File: config.mk
export PLATFORM = sky130hd
export DESIGN_NAME = wildcard_glob_matcher
export DESIGN_NICKNAME = d
export VERILOG_FILES = /design/src/hw/rtl/wgm_pkg.sv /design/src/hw/rtl/wgm_column.sv /design/src/hw/rtl/wgm_store.sv /design/src/hw/rtl/wildcard_glob_matcher.sv
export SDC_FILE = /design/constraint.sdc
export NUM_CORES = 1
export LEC_CHECK = 0
export BUFFER_PORTS_ARGS = -buffer_cell sky130_fd_sc_hd__buf_2
export CORE_UTILIZATION = 65
export DETAILED_ROUTE_END_ITERATION = 8
export PLACE_DENSITY_LB_ADDON = 0.25
export SLEW_MARGIN = 20
export SYNTH_ARGS = -nofsm -noshare
export SYNTH_HDL_FRONTEND = slang
export SYNTH_HIERARCHICAL = 1
export SYNTH_SLANG_ARGS = --single-unit
File: constraint.sdc
create_clock -name clk_i -period 17.6 [get_ports clk_i]
set_input_delay 1.76 -clock clk_i [delete_from_list [all_inputs] [get_ports clk_i]]
set_output_delay 1.76 -clock clk_i [all_outputs]
set_load 0.01 [all_outputs]
File: src/hw/rtl/wgm_pkg.sv
// wgm_pkg: shared types, constants and helper functions of the wildcard glob matcher
`timescale 1ns / 1ps

package wgm_pkg;

  // pattern capacity and derived widths
  localparam int unsigned MaxPattern = 32;
  localparam int unsigned LenW       = $clog2(MaxPattern + 1);
  localparam int unsigned IdxW       = (MaxPattern > 1) ? $clog2(MaxPattern) : 1;

  // special pattern bytes
  localparam logic [7:0] StarCode = 8'd42;
  localparam logic [7:0] AnyCode  = 8'd63;

  // request kinds
  typedef enum logic [0:0] {
    CmdPattern = 1'b0,
    CmdText    = 1'b1
  } cmd_e;

  // input request
  typedef struct packed {
    cmd_e       command;
    logic [7:0] char_code;
    logic       last;
  } in_req_t;

  // result
  typedef struct packed {
    logic matched;
    logic pattern_overflow;
  } out_rsp_t;

  // stored pattern view
  typedef logic [MaxPattern-1:0][7:0] pattern_t;
  typedef logic [MaxPattern-1:0]      column_t;

  // state seen by the column update
  typedef struct packed {
    pattern_t        pattern;
    logic [LenW-1:0] length;
    column_t         column;
    logic            text_empty;
    logic [7:0]      char_code;
  } col_in_t;

  // the two candidate columns
  typedef struct packed {
    column_t text_col;
    column_t restart_col;
  } col_out_t;

  // v[j] = gen[j] | (prop[j] & v[j-1]), solved as the carries of one add
  function automatic column_t chain_or(input column_t gen, input column_t prop);
    logic [MaxPattern:0] a;
    logic [MaxPattern:0] b;
    logic [MaxPattern:0] s;
    logic [MaxPattern:0] c;
    a = {1'b0, gen | prop};
    b = {1'b0, gen};
    s = a + b;
    c = s ^ a ^ b;
    return c[MaxPattern:1];
  endfunction

  // table entry for pattern prefix len
  function automatic logic column_bit(input logic [LenW-1:0] len, input column_t col,
                                      input logic text_empty);
    logic [LenW-1:0] pos;
    pos = len - LenW'(1);
    if (len == '0) begin
      return text_empty;
    end
    return col[pos[IdxW-1:0]];
  endfunction

endpackage

File: src/hw/rtl/wgm_column.sv
// wgm_column: next match column for a text byte and the column for an empty text
`timescale 1ns / 1ps

module wgm_column (
  input  wgm_pkg::col_in_t  col_i,
  output wgm_pkg::col_out_t col_o
);

  wgm_pkg::column_t valid;
  wgm_pkg::column_t star;
  wgm_pkg::column_t hit;
  wgm_pkg::column_t prev;
  wgm_pkg::column_t text_gen;
  wgm_pkg::column_t text_prop;
  wgm_pkg::column_t rst_gen;
  logic [wgm_pkg::MaxPattern:0] col_ext;

  // per-position decode of the pattern bytes
  always_comb begin
    for (int unsigned j = 0; j < wgm_pkg::MaxPattern; j++) begin
      valid[j] = wgm_pkg::LenW'(j) < col_i.length;
      star[j]  = col_i.pattern[j] == wgm_pkg::StarCode;
      hit[j]   = (col_i.pattern[j] == wgm_pkg::AnyCode) ||
                 (col_i.pattern[j] == col_i.char_code);
    end
  end

  // entry for the prefix one shorter, empty prefix at the bottom
  assign col_ext = {col_i.column, col_i.text_empty};
  assign prev    = col_ext[wgm_pkg::MaxPattern-1:0];

  // text byte: star takes the entry beside or below, others the diagonal
  assign text_gen  = valid & ((star & col_i.column) | (~star & hit & prev));
  assign text_prop = valid & star;

  // empty text: leading run of stars
  assign rst_gen = valid & star & wgm_pkg::column_t'(1);

  assign col_o.text_col    = wgm_pkg::chain_or(text_gen, text_prop);
  assign col_o.restart_col = wgm_pkg::chain_or(rst_gen, text_prop);

endmodule

File: src/hw/rtl/wgm_store.sv
// wgm_store: pattern storage, match state and result of one request
`timescale 1ns / 1ps

module wgm_store (
  input  logic              clk_i,
  input  logic              rst_ni,
  input  logic              fire_i,
  input  wgm_pkg::in_req_t  req_i,
  output wgm_pkg::out_rsp_t rsp_o
);

  wgm_pkg::pattern_t        pattern_q;
  logic [wgm_pkg::LenW-1:0] length_q, length_d;
  logic                     complete_q, complete_d;
  logic                     overflow_q, overflow_d;
  wgm_pkg::column_t         column_q, column_d;
  logic                     text_empty_q, text_empty_d;

  logic                     is_pattern;
  logic [wgm_pkg::LenW-1:0] len_base;
  logic                     ovf_base;
  logic                     has_room;
  logic                     pat_we;
  logic [wgm_pkg::IdxW-1:0] wr_idx;
  wgm_pkg::pattern_t        pattern_eff;
  wgm_pkg::col_in_t         col_in;
  wgm_pkg::col_out_t        col_out;

  // a pattern request after a complete pattern starts over
  assign is_pattern = req_i.command == wgm_pkg::CmdPattern;
  assign len_base   = complete_q ? '0 : length_q;
  assign ovf_base   = complete_q ? 1'b0 : overflow_q;
  assign has_room   = len_base < wgm_pkg::LenW'(wgm_pkg::MaxPattern);
  assign pat_we     = is_pattern && has_room;
  assign wr_idx     = len_base[wgm_pkg::IdxW-1:0];

  // pattern as it stands after this request
  always_comb begin
    pattern_eff = pattern_q;
    if (pat_we) begin
      pattern_eff[wr_idx] = req_i.char_code;
    end
  end

  // next control state
  always_comb begin
    length_d   = length_q;
    complete_d = complete_q;
    overflow_d = overflow_q;
    if (is_pattern) begin
      length_d   = has_room ? len_base + wgm_pkg::LenW'(1) : len_base;
      overflow_d = ovf_base || !has_room;
      complete_d = req_i.last;
    end
  end

  // column update
  assign col_in.pattern    = pattern_eff;
  assign col_in.length     = length_d;
  assign col_in.column     = column_q;
  assign col_in.text_empty = text_empty_q;
  assign col_in.char_code  = req_i.char_code;

  wgm_column u_column (
    .col_i (col_in),
    .col_o (col_out)
  );

  // next column and result
  always_comb begin
    if (is_pattern || req_i.last) begin
      column_d     = col_out.restart_col;
      text_empty_d = 1'b1;
    end else begin
      column_d     = col_out.text_col;
      text_empty_d = 1'b0;
    end
    if (is_pattern) begin
      rsp_o.matched = wgm_pkg::column_bit(length_d, col_out.restart_col, 1'b1) && !overflow_d;
    end else begin
      rsp_o.matched = wgm_pkg::column_bit(length_d, col_out.text_col, 1'b0) && !overflow_d;
    end
    rsp_o.pattern_overflow = overflow_d;
  end

  // pattern bytes
  always_ff @(posedge clk_i) begin
    if (fire_i && pat_we) begin
      pattern_q[wr_idx] <= req_i.char_code;
    end
  end

  // match state
  always_ff @(posedge clk_i or negedge rst_ni) begin
    if (!rst_ni) begin
      length_q     <= '0;
      complete_q   <= 1'b0;
      overflow_q   <= 1'b0;
      column_q     <= '0;
      text_empty_q <= 1'b1;
    end else if (fire_i) begin
      length_q     <= length_d;
      complete_q   <= complete_d;
      overflow_q   <= overflow_d;
      column_q     <= column_d;
      text_empty_q <= text_empty_d;
    end
  end

endmodule

File: src/hw/rtl/wildcard_glob_matcher.sv
// wildcard_glob_matcher: top level with request register and result register
// path: an accepted request is held in the request register, and its result then in the result register
// throughput: one request per cycle while the output is not stalled; the match column updates in a single pass
// between the request register and the result register
// reset: pattern empty, text empty, no overflow; pattern bytes are not cleared
`timescale 1ns / 1ps

module wildcard_glob_matcher (
  input  logic              clk_i,
  input  logic              rst_ni,
  input  logic              in_valid_i,
  output logic              in_stall_o,
  input  wgm_pkg::in_req_t  in_req_i,
  output logic              out_valid_o,
  input  logic              out_stall_i,
  output wgm_pkg::out_rsp_t out_rsp_o
);

  logic              in_valid_q, in_valid_d;
  wgm_pkg::in_req_t  in_req_q;
  logic              out_valid_q, out_valid_d;
  wgm_pkg::out_rsp_t out_rsp_q;
  wgm_pkg::out_rsp_t rsp;
  logic              out_free;
  logic              fire;
  logic              in_acc;

  // handshake
  assign out_free   = !out_valid_q || !out_stall_i;
  assign fire       = in_valid_q && out_free;
  assign in_stall_o = in_valid_q && !out_free;
  assign in_acc     = in_valid_i && !in_stall_o;

  assign in_valid_d  = in_acc ? 1'b1 : (fire ? 1'b0 : in_valid_q);
  assign out_valid_d = fire ? 1'b1 : (out_free ? 1'b0 : out_valid_q);

  // matcher state and result logic
  wgm_store u_store (
    .clk_i  (clk_i),
    .rst_ni (rst_ni),
    .fire_i (fire),
    .req_i  (in_req_q),
    .rsp_o  (rsp)
  );

  // valid flags
  always_ff @(posedge clk_i or negedge rst_ni) begin
    if (!rst_ni) begin
      in_valid_q  <= 1'b0;
      out_valid_q <= 1'b0;
    end else begin
      in_valid_q  <= in_valid_d;
      out_valid_q <= out_valid_d;
    end
  end

  // request and result payloads
  always_ff @(posedge clk_i) begin
    if (in_acc) begin
      in_req_q <= in_req_i;
    end
    if (fire) begin
      out_rsp_q <= rsp;
    end
  end

  assign out_valid_o = out_valid_q;
  assign out_rsp_o   = out_rsp_q;

endmodule
; ---- Yosys cells after proc, flatten, opt, wreduce, memory -nomap -nowiden
; Cells that the tools add are included.
[totals]
register_bits = 311
inputBits = 14
output_inout_bits = 4
wordCells = 276
[op_classes]
add_sub_neg = 4
n_lt_le_gt_ge = 36
eq_ne = 96
mux = 29
n_bitwise = 14
reduce_logical = 53
[op_table]
columns = cell, count
row1 = $eq A8 B6 Y1 const B, 64
row2 = $bwmux W256, 1
row3 = $eq A8 B8 Y1, 32
row4 = $mux W256, 1
row5 = $and A32 B32 Y32, 5
row6 = $xor A33 B32 Y33, 3
row7 = $lt A5 B6 Y1 const A, 16
row8 = $or A32 B32 Y32, 2
row9 = $lt A4 B6 Y1 const A, 8
row10 = $demux W8 S5, 1
row11 = $logic_or A1 B1 Y1, 35
row12 = $add A32 B1 Y33, 1
row13 = $add A32 B32 Y33, 1
row14 = $xor A33 B1 Y33, 1
row15 = $mux W32, 1
row16 = $not A32 Y32, 1
row17 = $or A1 B32 Y32, 1
row18 = $lt A3 B6 Y1 const A, 4
row19 = $mux W1, 19
row20 = $mux W6, 3
row21 = $lt A1 B6 Y1 const A, 2
row22 = $lt A2 B6 Y1 const A, 2
row23 = $lt A5 B6 Y1 const B, 2
row24 = $bmux W1 S5, 2
row25 = other kinds (11), 24

; ---- Longest topological paths before layout
[logic_depth]
depth_word = 23
depth_mapped = 27
ltp_nobuf = 25

; ---- Hierarchy
; The synthesis kept the hierarchy.
[by_module_without_submodules]
columns = module, instances, cells_each, area_per_inst_um2, seq_area_each_um2
row1 = wgm_store, 1, 1670, 16709.8, 8714.6
row2 = wgm_column, 1, 1065, 7068.0, 0.0
row3 = wildcard_glob_matcher, 1, 20, 452.9, 410.4

; ---- Worst setup path before layout
; No wires, ideal clock.
[synth_timing]
path_type = input-to-reg
from = input port out_stall_i
to = register u_store/length_q[0] (netlist name)
setup_time_ps = 106
arrival_ps = 14459
required_ps = 17494
slack_ps = 3035
stages = 5
n_path_buf = 1
path_cell_list = a21boi_0 -> clkbuf_1 -> nand2_1 -> nor2_1 -> o32a_1
[synth_via]
elab_chain_len = 3
[synth_rtl]
columns = item, line_no
row1 = from (decl), wildcard_glob_matcher.sv:15  ; input logic out_stall_i,
row2 = $logic_not A1 Y1, wildcard_glob_matcher.sv:29  ; assign out_free = !out_valid_q || !out_stall_i;
row3 = $logic_or A1 B1 Y1, wildcard_glob_matcher.sv:29
row4 = $logic_and A1 B1 Y1, wildcard_glob_matcher.sv:30  ; assign fire = in_valid_q && out_free;
row5 = to (signal assigned), wgm_store.sv:102  ; length_q <= length_d;
row6 = to (decl), wgm_store.sv:13  ; logic [wgm_pkg::LenW-1:0] length_q, length_d;
; No other way between the ends.
; A chain may end at the register's enable or synchronous reset.

==> impl_metrics.ini <==
[worst_setup_path]
crit_path_max_fanout = 74
criticalPathCategory = reg -> reg
cp-start-kind = flip-flop
reg2reg_depth = 20
crit_slowest_cell = buf_4
path_buf_inv = 2
r2r-start = u_store/complete_q$_DFFE_PN0P_
crit_chain = nor2b_1 > or2_4 > buf_4 > buf_4 > nand2_1 > nand2_1 > nand3_1 > or4_1 > or4_4 > or4b_1 > and4bb_1 > nand2b_1 > o31ai_1 > a211o_1 > a21o_1 > mux4_2 > mux4_2 > nor2_1 > or4_4 > a221oi_2
rr_endpoint = out_rsp_o[1]$_DFFE_PP_
arrival_ns = 8.16
cp_slowest_stage_delay_ns = 0.75
rrSetupSlack_ns = 9.81
cp.required_ns = 17.97
cpLargestDelayFamily = simple AND/OR/NAND/NOR gates
critPathCaptureType = flip-flop

[clocking]
clkLatencyLatePin_ns = 0.55
clk_pin_slew_worst_paths_ns = 0.06
cts.sinks = 311
cts-root-buf = clkbuf_16
cts_tree = built
cts_resized = 0
cts_setup_buffers = 0
clock_path_buffers = 3
cts_inserted_buffers = 37
h-tree-depth = 2
cts_hold_buf = 0

[yosys]
synth_area_leaders = edfxtp_1, nand2_1, mux2_2
yosys.cell_count.top_type = nand2_1
syn_avg_cell_area_um2 = 8.80
synth_ff_type = edfxtp_1
async_flop_share_pct = 13.8
yosysTopAreaCell = edfxtp_1
synth_edf_count = 268
synth_common_cells = nand2_1, edfxtp_1, mux2_2, xnor2_1, nor2_1
synth_fa_ha_area_share_pct = 0.207
synthCells = 2755
synth_xor_area_share_pct = 9.46
yosysTopAreaCellShare_pct = 33.2
ys_types = 106
syn_area_um2 = 24200
synth_simple_gate_area_share_pct = 26.8
synth-compound-area-share_pct = 6.96
ys_seq_area_share_pct = 37.7
synth_top_family_by_area = simple AND/OR/NAND/NOR gates
synth_nets = 2773
synthMuxAreaShare_pct = 15.5
yosys_warnings = 6
ys_ff_latch = 311

[routing]
avgViaCountPerCell = 6.58
dr_total_vias = 20959
antenna_left = 0
drt_wl_total_um = 70100
wl_per_cell_um = 22.0
drc = 0
firstDrtPassIters = 5
drtIter0Drc = 1870

[hold_path]
hp-start = u_store/text_empty_q$_DFFE_PN1P_
hold_class = reg -> reg
worstHoldPathCells = 2
holdPathEnd = u_store/text_empty_q$_DFFE_PN1P_

[sta]
period_needed_ns = 7.79
fin_ws_ns = 9.81
hold_violations = 0
tightest_slew_ns = 1.17
period_share_pct = 44.3
max_freq_ghz = 0.128
fin_skew_ns = 0.0119
rsz0062_at_grt = false
tns_ns = 0
setup_violations = 0
drv_slew = 0
maxSlewHeadroom_pct = 21.8

[die]
die_w_um = 195
die_y_um = 195
initial_core_util_pct = 66.2
rows = 70
core_area_um2 = 36600
io_pins = 18
die_area_um2 = 38100

[power_and_ir_drop]
p_per_area_nw_per_um2 = 104
switching_share_pct = 37.6
p_leak_nw = 9.79
vdd_drop_max_mv = 0.0827
p_switching_mw = 1.01
p_int_mw = 1.67
seqPwrFrac_pct = 35.8
combPwrFrac_pct = 36.5
clkPwrFrac_pct = 27.7

[global_routing]
grt_max_degree = 197
grt_overflow = 0
grt_pass1_vias = 20251
grt_usage_pct = 36.4
grt_pass1_wl_um = 111000
grt_antenna_before_repair = 1

[placement]
portBuffers = 17
routabilityCongestion = 0.978
post_dp_cell_area_um2 = 24600
dp_hpwl_um = 46500
pre_cts_slack_ns = 9.98

[final_layout]
synthToLayoutAreaGrowth_pct = 6.12
fin_area_um2 = 25700
drive_above_1_share_pct = 16.3
final_nets = 2710
fin_util_pct = 70.2
diodes = 0

[outcome]
outcome = finished clean

[job]
max_cap_viol_count = 0
per-layer routing:
metal | part of all wire [%] | GRT usage, % | vias to the layer above
met5 | 0 | 0 | -
met4 | 3.9 | 15.8 | 0
met3 | 7.8 | 4.53 | 175
met2 | 47 | 60.4 | 1002
met1 | 41 | 48.2 | 10160
li1 | - | - | 9622
power by group through the flow:
stage                     sequential [mW]  combinational, mW  clock [mW]
after global placement              0.964              0.921           0
after floorplan                     0.957              0.747           0
final                               0.956              0.976       0.741
after detailed placement            0.968              0.949           0
after global routing                0.964               1.05       0.778
after CTS                           0.954              0.955       0.757
state kept, by name (all words and copies together) (netlist names):
signal / flops
out_rsp_o: 2
in_valid_q: 1
in_req_q: 10
u_store/length_q: 6
u_store/column_q: 32
u_store/text_empty_q: 1
u_store/complete_q: 1
u_store/pattern_q: 256
u_store/overflow_q: 1
out_valid_o: 1
worst max-delay path by stage:
stage / from / end / slack [ns] / depth (start not counted)
floorplan: out_stall_i / u_store/length_q[0]$_DFFE_PN0P_ / 3.04 / 5
global placement: u_store/complete_q$_DFFE_PN0P_ / out_rsp_o[1]$_DFFE_PP_ / 10.16 / 22
detailed placement: u_store/length_q[5]$_DFFE_PN0P_ / out_rsp_o[1]$_DFFE_PP_ / 9.98 / 20
CTS: u_store/complete_q$_DFFE_PN0P_ / out_rsp_o[1]$_DFFE_PP_ / 9.93 / 20
global route: u_store/length_q[5]$_DFFE_PN0P_ / out_rsp_o[1]$_DFFE_PP_ / 9.36 / 22
finish: u_store/complete_q$_DFFE_PN0P_ / out_rsp_o[1]$_DFFE_PP_ / 9.81 / 20
cell type report:
| class | count | area [um2] |
|---|---|---|
| Multi-Input combinational cell | 2251 | 14300 |
| Fill cell | 2775 | 10900 |
| Sequential cell | 311 | 9130 |
| Clock buffer | 50 | 1050 |
| Tap cell | 468 | 586 |
| Timing Repair Buffer | 58 | 405 |
| Inverter | 33 | 124 |
| Clock inverter | 15 | 104 |
cells in the final DEF, fill, tap and decap left out, types with 6 or more instances in the layout:
cell / count
o31ai_1: 6
mux4_2: 18
clkbuf_1: 8
xnor2_1: 210
dfrtp_1: 42
or2_2: 15
nor3_1: 62
nand2b_1: 21
edfxtp_1: 268
nand2_1: 869
and3_1: 26
a21o_1: 12
a31oi_1: 7
or4_1: 19
nand3_1: 68
buf_2: 17
buf_4: 40
nor4bb_1: 7
clkinv_1: 7
and2_1: 7
nand4_1: 72
clkbuf_16: 39
o21a_1: 10
nand4b_1: 6
a22oi_1: 7
xor2_1: 48
or3_1: 24
o21ai_0: 33
nor2_1: 134
inv_1: 32
nor2b_1: 9
o2111ai_1: 6
a21oi_1: 76
o22ai_1: 9
nor4_1: 31
mux2_2: 263
mux2i_1: 36
metrics by stage:
step / hold WS (ns) / cells / power, mW
after floorplan: 0.467 / 2755 / 1.70
after CTS: 0.507 / 3186 / 2.67
after global routing: 0.537 / 3186 / 2.79
after detailed placement: 0.494 / 3121 / 1.92
after global placement: 0.481 / 3121 / 1.88
final: 0.508 / 3186 / 2.67
worst min-delay path, stage by stage, from the launching register on:
cell	delay [ns]
dfstp_2	0.38
nor2_1	0.08
a21oi_1	0.05
cells by family (layout without fill, tap and decap cells):
group	Yosys count	in the layout
simple gates	1426	1426
mux	318	318
flops	311	311
xor+xnor	260	260
compound gates	243	243
buf+inv	193	156
fa+ha+maj	4	4
(Power assumes the default switching activity.)
